===== src/design/sensor_array_bearing_estimator_unit_defines.svh =====
// assertion macros used by the bearing estimator rtl
// no dependencies; expects a clk and an active-low rst_n in the including module
`ifndef SENSOR_ARRAY_BEARING_ESTIMATOR_UNIT_DEFINES_SVH
`define SENSOR_ARRAY_BEARING_ESTIMATOR_UNIT_DEFINES_SVH

// same-cycle implication
`define SABE_ASSERT_NOW(lbl, ante, cons, msg) \
  lbl: assert property (@(posedge clk) disable iff (!rst_n) (ante) |-> (cons)) \
    else $error(msg);

// next-cycle implication
`define SABE_ASSERT_NEXT(lbl, ante, cons, msg) \
  lbl: assert property (@(posedge clk) disable iff (!rst_n) (ante) |=> (cons)) \
    else $error(msg);

`endif


===== src/design/sabe_pkg.sv =====
// shared types and constants for the bearing estimator
// no dependencies
`default_nettype none

package sabe_pkg;

  localparam int BEARING_W = 14;
  localparam int QUO_W     = 13;
  localparam int SCALE_W   = 10;
  localparam int CFG_W     = 10;
  localparam int CFG_IDX_W = 1;
  localparam int OUT_W     = 32;

  // round(4096 * pi / 15)
  localparam logic [SCALE_W-1:0] BEARING_SCALE = 10'd858;

  localparam logic [CFG_IDX_W-1:0] CFG_NOISE_THR = 1'd0;
  localparam logic [CFG_IDX_W-1:0] CFG_HAVE_THR  = 1'd1;

  localparam logic [CFG_W-1:0] NOISE_THR_RST = 10'd100;
  localparam logic [CFG_W-1:0] HAVE_THR_RST  = 10'd500;

  localparam logic signed [BEARING_W-1:0] BEARING_MAX = 14'sd4290;

  typedef struct packed {
    logic busy;
    logic done;
  } div_sts_t;

endpackage

`default_nettype wire


===== src/design/sensor_array_bearing_estimator_unit.sv =====
// top level of the light-sensor bearing estimator
// depends on sabe_pkg, sabe_div and sensor_array_bearing_estimator_unit_defines.svh
//
//  channel  | dir | handshake            | payload
//  ---------+-----+----------------------+-----------------------------------
//  in_      | in  | in_tvalid/in_tready  | in_tdata: eight samples
//  out_     | out | out_tvalid/out_tready| out_tdata: bearing and flags
//  cfg_     | in  | cfg_we               | cfg_addr, cfg_wdata
//
// a request with a front detection passes through scale, divider load, 13 divider steps,
// done and output; the next request is taken once the sequencer is back in idle
// any other request goes straight to done and output, then the sequencer returns to idle
// one request at a time: in_tready is high only while the sequencer is idle
// a finished result waits in the output register; a stalled output holds
// the sequencer before the bearing register is updated
// rst_n is synchronous, active low; thresholds return to 100 and 500
`default_nettype none

`include "sensor_array_bearing_estimator_unit_defines.svh"

module sensor_array_bearing_estimator_unit #(
  parameter int SAMPLE_BITS = 10
) (
  input  wire logic                               clk,
  input  wire logic                               rst_n,
  input  wire logic                               in_tvalid,
  output      logic                               in_tready,
  // sensor_0, sensor_1 .. sensor_5, rear_sensor, near_sensor
  input  wire logic [8*SAMPLE_BITS-1:0]           in_tdata,
  output      logic                               out_tvalid,
  input  wire logic                               out_tready,
  // bearing, previous_bearing, found, behind, have, zero pad
  output      logic [sabe_pkg::OUT_W-1:0]         out_tdata,
  input  wire logic                               cfg_we,
  input  wire logic [sabe_pkg::CFG_IDX_W-1:0]     cfg_addr,
  input  wire logic [sabe_pkg::CFG_W-1:0]         cfg_wdata
);

  localparam int SB    = SAMPLE_BITS;
  localparam int NW    = SB + 6;
  localparam int NM_W  = SB + 5;
  localparam int SUM_W = SB + 3;
  localparam int NUM_W = NM_W + sabe_pkg::SCALE_W;
  localparam int CMP_W = (SB > sabe_pkg::CFG_W) ? SB : sabe_pkg::CFG_W;
  localparam int BW    = sabe_pkg::BEARING_W;
  localparam int QW    = sabe_pkg::QUO_W;

  localparam logic [2:0] ST_IDLE = 3'd0;
  localparam logic [2:0] ST_MUL  = 3'd1;
  localparam logic [2:0] ST_DIVS = 3'd2;
  localparam logic [2:0] ST_DIVW = 3'd3;
  localparam logic [2:0] ST_DONE = 3'd4;

  logic [2:0]                  state_r, state_nxt;
  logic [sabe_pkg::CFG_W-1:0]  noise_thr_r, have_thr_r;
  logic signed [BW-1:0]        bearing_r;
  logic [SUM_W-1:0]            sum_r;
  logic [NM_W-1:0]             nmag_r;
  logic                        neg_r, front_r, rear_r, have_r;
  logic [NUM_W-1:0]            prod_r;
  logic                        out_valid_r;
  logic [sabe_pkg::OUT_W-1:0]  out_data_r;

  logic [SB-1:0]               smp [8];
  logic [NW-1:0]               ext [6];
  logic [CMP_W-1:0]            noise_cmp, have_cmp;
  logic                        front_hit, rear_hit, have_hit;
  logic signed [NW-1:0]        num;
  logic [NW-1:0]               nabs;
  logic [SUM_W-1:0]            sum;
  logic                        accept, finish;
  logic                        div_start;
  sabe_pkg::div_sts_t          div_sts;
  logic [QW-1:0]               quo;
  logic signed [BW-1:0]        quo_s;
  logic signed [BW-1:0]        new_bearing;

  always_comb begin
    for (int i = 0; i < 8; i++) begin
      smp[i] = in_tdata[i*SB +: SB];
    end
    for (int i = 0; i < 6; i++) begin
      ext[i] = {{(NW-SB){1'b0}}, smp[i]};
    end
  end

  assign noise_cmp = CMP_W'(noise_thr_r);
  assign have_cmp  = CMP_W'(have_thr_r);

  always_comb begin
    front_hit = 1'b0;
    for (int i = 0; i < 6; i++) begin
      if (CMP_W'(smp[i]) > noise_cmp) begin
        front_hit = 1'b1;
      end
    end
  end

  assign rear_hit = CMP_W'(smp[6]) > noise_cmp;
  assign have_hit = CMP_W'(smp[7]) < have_cmp;

  // weights +5 +3 +1 -1 -3 -5
  assign num = $signed(((ext[0] << 2) + ext[0]) + ((ext[1] << 1) + ext[1]) + ext[2]
             - ext[3] - ((ext[4] << 1) + ext[4]) - ((ext[5] << 2) + ext[5]));
  assign nabs = num[NW-1] ? NW'(-num) : NW'(num);

  always_comb begin
    sum = '0;
    for (int i = 0; i < 6; i++) begin
      sum = sum + SUM_W'(smp[i]);
    end
  end

  assign accept    = in_tvalid && in_tready;
  assign in_tready = (state_r == ST_IDLE);
  assign finish    = (state_r == ST_DONE) && (!out_valid_r || out_tready);
  assign div_start = (state_r == ST_DIVS);

  always_comb begin
    state_nxt = state_r;
    unique case (state_r)
      ST_IDLE: begin
        if (accept) begin
          state_nxt = front_hit ? ST_MUL : ST_DONE;
        end
      end
      ST_MUL:  state_nxt = ST_DIVS;
      ST_DIVS: state_nxt = ST_DIVW;
      ST_DIVW: begin
        if (div_sts.done) begin
          state_nxt = ST_DONE;
        end
      end
      ST_DONE: begin
        if (finish) begin
          state_nxt = ST_IDLE;
        end
      end
      default: state_nxt = ST_IDLE;
    endcase
  end

  sabe_div #(
    .NUM_W (NUM_W),
    .DEN_W (SUM_W)
  ) u_div (
    .clk      (clk),
    .rst_n    (rst_n),
    .start    (div_start),
    .dividend (prod_r),
    .divisor  (sum_r),
    .sts      (div_sts),
    .quotient (quo)
  );

  assign quo_s = $signed({1'b0, quo});

  always_comb begin
    priority if (front_r) begin
      if (sum_r == '0) begin
        new_bearing = '0;
      end else begin
        new_bearing = neg_r ? -quo_s : quo_s;
      end
    end else if (rear_r) begin
      new_bearing = bearing_r;
    end else begin
      new_bearing = '0;
    end
  end

  always_ff @(posedge clk) begin
    if (accept) begin
      sum_r   <= sum;
      nmag_r  <= nabs[NM_W-1:0];
      neg_r   <= num[NW-1];
      front_r <= front_hit;
      rear_r  <= rear_hit;
      have_r  <= have_hit;
    end
    if (state_r == ST_MUL) begin
      prod_r <= NUM_W'(nmag_r) * NUM_W'(sabe_pkg::BEARING_SCALE);
    end
    if (finish) begin
      out_data_r <= {1'b0, have_r, rear_r && !front_r, front_r || rear_r,
                     bearing_r, new_bearing};
    end
  end

  always_ff @(posedge clk) begin
    if (!rst_n) begin
      state_r     <= ST_IDLE;
      out_valid_r <= 1'b0;
      bearing_r   <= '0;
      noise_thr_r <= sabe_pkg::NOISE_THR_RST;
      have_thr_r  <= sabe_pkg::HAVE_THR_RST;
    end else begin
      state_r <= state_nxt;
      if (finish) begin
        out_valid_r <= 1'b1;
        bearing_r   <= new_bearing;
      end else if (out_tready) begin
        out_valid_r <= 1'b0;
      end
      if (cfg_we) begin
        unique case (cfg_addr)
          sabe_pkg::CFG_NOISE_THR: noise_thr_r <= cfg_wdata;
          sabe_pkg::CFG_HAVE_THR:  have_thr_r  <= cfg_wdata;
          default: ;
        endcase
      end
    end
  end

  assign out_tvalid = out_valid_r;
  assign out_tdata  = out_data_r;

  `SABE_ASSERT_NOW(a_div_done_in_wait, div_sts.done, state_r == ST_DIVW, "divider done outside wait")
  `SABE_ASSERT_NEXT(a_one_at_a_time, accept, !in_tready, "request taken while busy")
  `SABE_ASSERT_NOW(a_behind_found, out_valid_r, !out_data_r[29] || out_data_r[28], "behind without found")
  `SABE_ASSERT_NOW(a_bearing_range, 1'b1, bearing_r <= sabe_pkg::BEARING_MAX && bearing_r >= -sabe_pkg::BEARING_MAX, "bearing out of range")

endmodule

`default_nettype wire


===== src/design/sabe_div.sv =====
// restoring divider, one quotient bit per cycle
// depends on sabe_pkg
`default_nettype none

module sabe_div #(
  parameter int NUM_W = 25,
  parameter int DEN_W = 13
) (
  input  wire logic                           clk,
  input  wire logic                           rst_n,
  input  wire logic                           start,
  input  wire logic [NUM_W-1:0]               dividend,
  input  wire logic [DEN_W-1:0]               divisor,
  output      sabe_pkg::div_sts_t             sts,
  output      logic [sabe_pkg::QUO_W-1:0]     quotient
);

  localparam int QW    = sabe_pkg::QUO_W;
  localparam int HI_W  = NUM_W - QW;
  localparam int CNT_W = $clog2(QW);

  logic [DEN_W-1:0] rem_r, rem_nxt;
  logic [QW-1:0]    q_r, q_nxt;
  logic [CNT_W-1:0] cnt_r, cnt_nxt;
  logic             busy_r, busy_nxt;
  logic             done_r, done_nxt;
  logic [DEN_W:0]   trial;
  logic [DEN_W:0]   diff;
  logic             ge;

  assign trial = {rem_r, q_r[QW-1]};
  assign ge    = trial >= {1'b0, divisor};
  assign diff  = trial - {1'b0, divisor};

  always_comb begin
    rem_nxt  = rem_r;
    q_nxt    = q_r;
    cnt_nxt  = cnt_r;
    busy_nxt = busy_r;
    done_nxt = 1'b0;
    if (start) begin
      // quotient is known to fit QW bits, so the high part starts below the divisor
      rem_nxt  = {{(DEN_W-HI_W){1'b0}}, dividend[NUM_W-1:QW]};
      q_nxt    = dividend[QW-1:0];
      cnt_nxt  = '0;
      busy_nxt = 1'b1;
    end else if (busy_r) begin
      rem_nxt = ge ? diff[DEN_W-1:0] : trial[DEN_W-1:0];
      q_nxt   = {q_r[QW-2:0], ge};
      cnt_nxt = cnt_r + 1'b1;
      if (cnt_r == CNT_W'(QW - 1)) begin
        busy_nxt = 1'b0;
        done_nxt = 1'b1;
      end
    end
  end

  always_ff @(posedge clk) begin
    rem_r <= rem_nxt;
    q_r   <= q_nxt;
    cnt_r <= cnt_nxt;
    if (!rst_n) begin
      busy_r <= 1'b0;
      done_r <= 1'b0;
    end else begin
      busy_r <= busy_nxt;
      done_r <= done_nxt;
    end
  end

  assign sts.busy = busy_r;
  assign sts.done = done_r;
  assign quotient = q_r;

endmodule

`default_nettype wire

===== config.mk =====
export PLATFORM = sky130hd
export DESIGN_NAME = sensor_array_bearing_estimator_unit
export DESIGN_NICKNAME = d
export VERILOG_FILES = /design/src/design/sabe_pkg.sv /design/src/design/sensor_array_bearing_estimator_unit.sv /design/src/design/sabe_div.sv
export VERILOG_INCLUDE_DIRS = /design/src /design/src/design
export SDC_FILE = /design/constraint.sdc
export NUM_CORES = 1
export LEC_CHECK = 0
export ABC_AREA = 1
export BUFFER_PORTS_ARGS = -buffer_cell sky130_fd_sc_hd__buf_2
export CAP_MARGIN = 20
export CORE_ASPECT_RATIO = 1.2
export CORE_UTILIZATION = 50
export CTS_CLUSTER_DIAMETER = 40
export DETAILED_ROUTE_END_ITERATION = 6
export PLACE_DENSITY = 0.79
export SETUP_SLACK_MARGIN = 0.5
export SYNTH_ARGS = -nofsm -noshare
export SYNTH_HDL_FRONTEND = slang
export SYNTH_SLANG_ARGS = --single-unit

===== constraint.sdc =====
create_clock -name clk -period 10.5 [get_ports clk]
set_input_delay 1.575 -clock clk [delete_from_list [all_inputs] [get_ports clk]]
set_output_delay 1.575 -clock clk [all_outputs]
set_load 0.02 [all_outputs]

After elaboration in Yosys (flattened, before gate mapping). Index checks and enable logic that the tools add are counted.

Flip-flop bits (word level): 157.

$add $sub $neg: 18. $mul: 1. Order comparisons: 9. Eq/ne operators: 8. Multiplexer cells: 27. Bitwise operators: 3. Reduce and logical (&&, ||, !) cells: 15.

Operators with widths (number): greater-than comparator 10 bit (7); 2-to-1 mux 14 bit (4); adder 12 x 10 -> 13 bit (3); 2-to-1 mux 13 bit (3); adder 11 x 10 -> 12 bit (3); adder 13 x 10 -> 13 bit (2); multiplier 15 x 9 -> 24 bit, second input constant (1); 2-to-1 mux 12 bit (2); subtractor 15 x 10 -> 16 bit (1); subtractor 16 x 12 -> 16 bit (1); subtractor 16 x 13 -> 16 bit (1); adder 14 x 10 -> 15 bit (1); 2-to-1 mux 15 bit (1); negation 15 bit (1); one-hot mux 3 bit (5 select lines) (1); adder 13 x 12 -> 14 bit (1); >= comparator 14 x 13 -> 1 bit (1); negation 13 -> 14 bit (1); zero test 13 bit (1); subtractor 13 bit (1); 2-to-1 mux 1 bit (12); 2-to-1 mux 3 bit (4); adder 10 x 10 -> 11 bit (1); < comparator 10 bit (1); 16 further kinds (26).

Longest topological paths before layout.
Depth in word-level cells: 10. Gate-level depth with buffers: 27. Mapped depth without buffers: 27.

Hierarchy. Synthesis repeated with hierarchy kept, for this count alone.

Cells, all modules: 1846. Area total of the unflattened synthesis: 15961.6 um^2.

By module, submodules not included: sensor_array_bearing_estimator_unit (times used 1, cells an instance 1499, area each 13485.4 um^2, seq. area each 3373.2 um^2); sabe_div (times used 1, cells an instance 347, area each 2476.1 um^2, seq. area each 890.9 um^2).

Worst setup path after synthesis. OpenSTA, ideal clock, no wires.

Path type: input to register. From: input in_tdata[33]. To: register nmag_r[14], data pin. Setup time: 0.249 ns. Data arrival time: 5.888 ns. Required time: 10.251 ns. Slack: 4.363 ns. Stages: 22. Path buffers: 0. Cell sequence: fa_1 -> inv_1 -> fa_1 -> fa_1 -> fa_1 -> inv_1 -> fa_1 -> inv_1 -> ha_1 -> inv_1 -> fa_1 -> nand2_1 -> nor2_1 -> nand2_1 -> inv_1 -> nand3_1 -> nor2_1 -> nand3_1 -> o21ai_2 -> nand3_1 -> nand2_1 -> inv_1.

Cells in the longest elaborated chain, start to end: 5.

Ends and longest elaborated chain: start: declaration (line sensor_array_bearing_estimator_unit.sv:29) `input wire logic [8*SAMPLE_BITS-1:0] in_tdata,`; subtractor 15 x 10 -> 16 bit (*) (line sensor_array_bearing_estimator_unit.sv:104) `- ext[3] - ((ext[4] << 1) + ext[4]) - ((ext[5] << 2) + ext[5]));`; subtractor 16 x 12 -> 16 bit (*) (line sensor_array_bearing_estimator_unit.sv:104); subtractor 16 x 13 -> 16 bit (*) (line sensor_array_bearing_estimator_unit.sv:104); negation 15 bit (line sensor_array_bearing_estimator_unit.sv:105) `assign nabs = num[NW-1] ? NW'(-num) : NW'(num);`; 2-to-1 mux 15 bit (*) (line sensor_array_bearing_estimator_unit.sv:105); via nabs[14] (line sensor_array_bearing_estimator_unit.sv:69) `logic [NW-1:0] nabs;`; end signal: assignment (line sensor_array_bearing_estimator_unit.sv:175) `nmag_r <= nabs[NM_W-1:0];`; end: declaration (line sensor_array_bearing_estimator_unit.sv:58) `logic [NM_W-1:0] nmag_r;`.

Mark *: on every way through the listed nets, which the timed path passes. The rest lies on a longest branch. A chain may end at the register's enable or synchronous reset.

Final worst setup path. Same ends and word-level chain as after synthesis.

==> summary.txt <==
Crit path capture type -> flip-flop
#FFs+latches synth -> 157
Routed Antenna Nets -> 0
Clock latency on the worst-skew pair -> 0.44 ns
TritonRoute pass-1 iters -> 7
Clk sink count -> 157
Starting Density -> 0.5100
Via-per-instance ratio -> 5.237
Final setup violation count -> 0
Critical path class -> in2reg
CTS Hold Buffers Added -> 0
Wirelength per Cell -> 16.13 um
Final cell count without fillers -> 2,335
Slew Limit Fails -> 0
CTS tree -> built
Top FF cell, synth -> edfxtp_1
Synth warnings -> 0
Worst Max-Slew Pin Slew -> 1.043 ns
Max incr delay on CP -> 0.58 ns
Unrepaired setup endpoints after global routing -> no
Netlist cell types -> 46
Die ar. -> 31,980 sq um
Hold Crit Class -> reg2reg
Worst Path Arrival -> 6.31 ns
Count leader, synth -> inv_1
Fillers -> 2,702
Hold Vio Cnt, Final -> 0
Routability-driven placement congestion ratio -> 0.9557
HPWL after DPL -> 31,340 um
Crit path required time -> 10.71 ns
Clk slew on worst S/H paths -> 0.07 ns
Area grow syn2layout -> 10.85%
Net count after synthesis -> 2,242
Std cell rows -> 70
Yosys top cell by area -> edfxtp_1
Share of layout cells above drive strength 1 -> 0.09541
DRC viols -> 0
Remaining Overflow, GRT -> 0
Critical Path Slowest Stage Cell -> fa_1
H-tree depth -> 4
Fmax -> 0.1638 GHz
Sequential share of the synthesized area -> 0.2728
First-pass GRT wire length -> 61,370 um
Post-CTS Resized -> 0
IO Count -> 130
Asr flop ratio synth -> 0
Area of the multi-input gates -> 9716 sq um
Root buffer selected by CTS -> clkbuf_16
Largest net degree at the start of global routing -> 50
CTS max path bufs -> 2
Nets -> 2,375
Crit start category -> input pin
Slew HR -> 0.3038
Inserted Clock Buffers -> 17
Starting DRT DRC Count -> 734
Mapped cell area -> 15,630 sq um
Most frequent cells after synthesis -> inv_1 (407), nand2_1 (354), ha_1 (197)
Syn_area_per_cell -> 8.719 sq um
Vias -> 12,230
Postcts setup bufs -> 0
Crit path max-delay family -> adder cells
Top area cells in the synthesized netlist -> edfxtp_1 (22%), fa_1 (20%), ha_1 (16%)
Critical path cell sequence -> buf_2 -> fa_1 -> inv_1 -> fa_1 -> fa_1 -> fa_1 -> inv_1 -> fa_1 -> inv_1 -> ha_1 -> inv_1 -> fa_1 -> nand2_1 -> nor2_1 -> nand2_1 -> inv_1 -> nand3_1 -> nor2_1 -> nand3_1 -> o21ai_2 -> nand3_1 -> nand2_1 -> inv_1
Vias in the first global route -> 12,360
Max-Cap Viols -> 0
Die Ht -> 195.7 um
Buf+Inv Stages, Crit Path -> 7
Final period util -> 0.5814
Status -> finished, final reports clean
Clock period minus final worst setup slack -> 6.105 ns
Initial antenna violation count -> 0
Cells after Synth -> 1,793
Final Util -> 0.5653
Total GRT Usage -> 0.2497
Clock Skew -> 0.01028 ns
Width of the die -> 163.4 um
Worst Path Max Fanout -> 4
Placed Cells -> 2,302
Post-synth EDFFs -> 112
Antenna diodes -> 0
Area occupied by registers -> 4264 sq um
CORE AREA -> 30,650 sq um
Yosys top cell area share -> 0.2151
IO buf count -> 128
Total wire length -> 37,660 um
Setup total negative slack -> 0 ns
==> flip-flops by register name (all words and copies together) (netlist names) <==
register and count:
out_tvalid 1, u_div.cnt_r 4, rear_r 1, neg_r 1
sum_r 13, prod_r 24, u_div.done_r 1, state_r 3
front_r 1, bearing_r 14, have_r 1, have_cmp 10
nmag_r 15, u_div.rem_r 13, out_tdata 31, noise_cmp 10
u_div.busy_r 1, u_div.quotient 13
==> cell type report <==
| type | count | area share |
|---|---|---|
| timing repair buffer | 134 | 0.04000 |
| sequential | 157 | 0.2461 |
| clock buffer | 18 | 0.02477 |
| inverter | 414 | 0.08968 |
| tap | 396 | 0.02859 |
| clock inverter | 14 | 0.01025 |
| multi-input combinational | 1202 | 0.5607 |
==> stage by stage <==
stage          hold slack [ns]  setup WS [ns]  cell area, sq um
6_report                0.4339          4.395             17330
5_1_grt                 0.4386          4.025             17330
4_1_cts                 0.4349          4.378             17320
3_5_place_dp            0.4151          3.919             16710
3_3_place_gp            0.4139          3.934             16700
2_1_floorplan           0.4003          4.363             15630
==> path summary, 6_finish.rpt <==
path | start | to | slack (ns) | depth (start not counted)
hold / removal | bearing_r[2] | out_tdata[16] | 0.43 | 0
hold reg to reg | bearing_r[2] | out_tdata[16] | 0.43 | 0
setup reg to reg | nmag_r[8] | prod_r[22] | 5.97 | 14
setup / recovery | in_tdata[33] | nmag_r[14] | 4.40 | 23
==> kinds of logic (layout without fill, tap and decap cells) <==
logic type	Yosys count	after routing	share of synthesized area
AO/OA/AOI/OAI	235	235	0.08580
XOR/XNOR	49	49	0.02745
adder cells (fa/ha/maj)	353	353	0.3575
buffers and inverters	434	580	0.1062
flip-flops	157	157	0.2728
other	1	1	0.0002399
AND/OR/NAND/NOR	564	564	0.1501
==> metal layers <==
metal  GRT usage  share of wire
met1      0.2911           0.40
met2      0.4499           0.51
met3     0.04609          0.058
met4     0.09346          0.033
met5           0              0
==> cell usage in the layout (no fill, tap or decap), drive strengths merged, types with 18 or more instances in the layout <==
master and count:
dfxtp 45, inv 418, buf 134, clkbuf 18
nand4 19, o21ai 92, ha 197, nand2 356
edfxtp 112, fa 156, xor2 38, nand3 78
nor2 83, a21oi 92
Power is left out: the tool's default activity adds up to more than one toggle a clock period on the data nets, which glitch-free logic cannot reach.
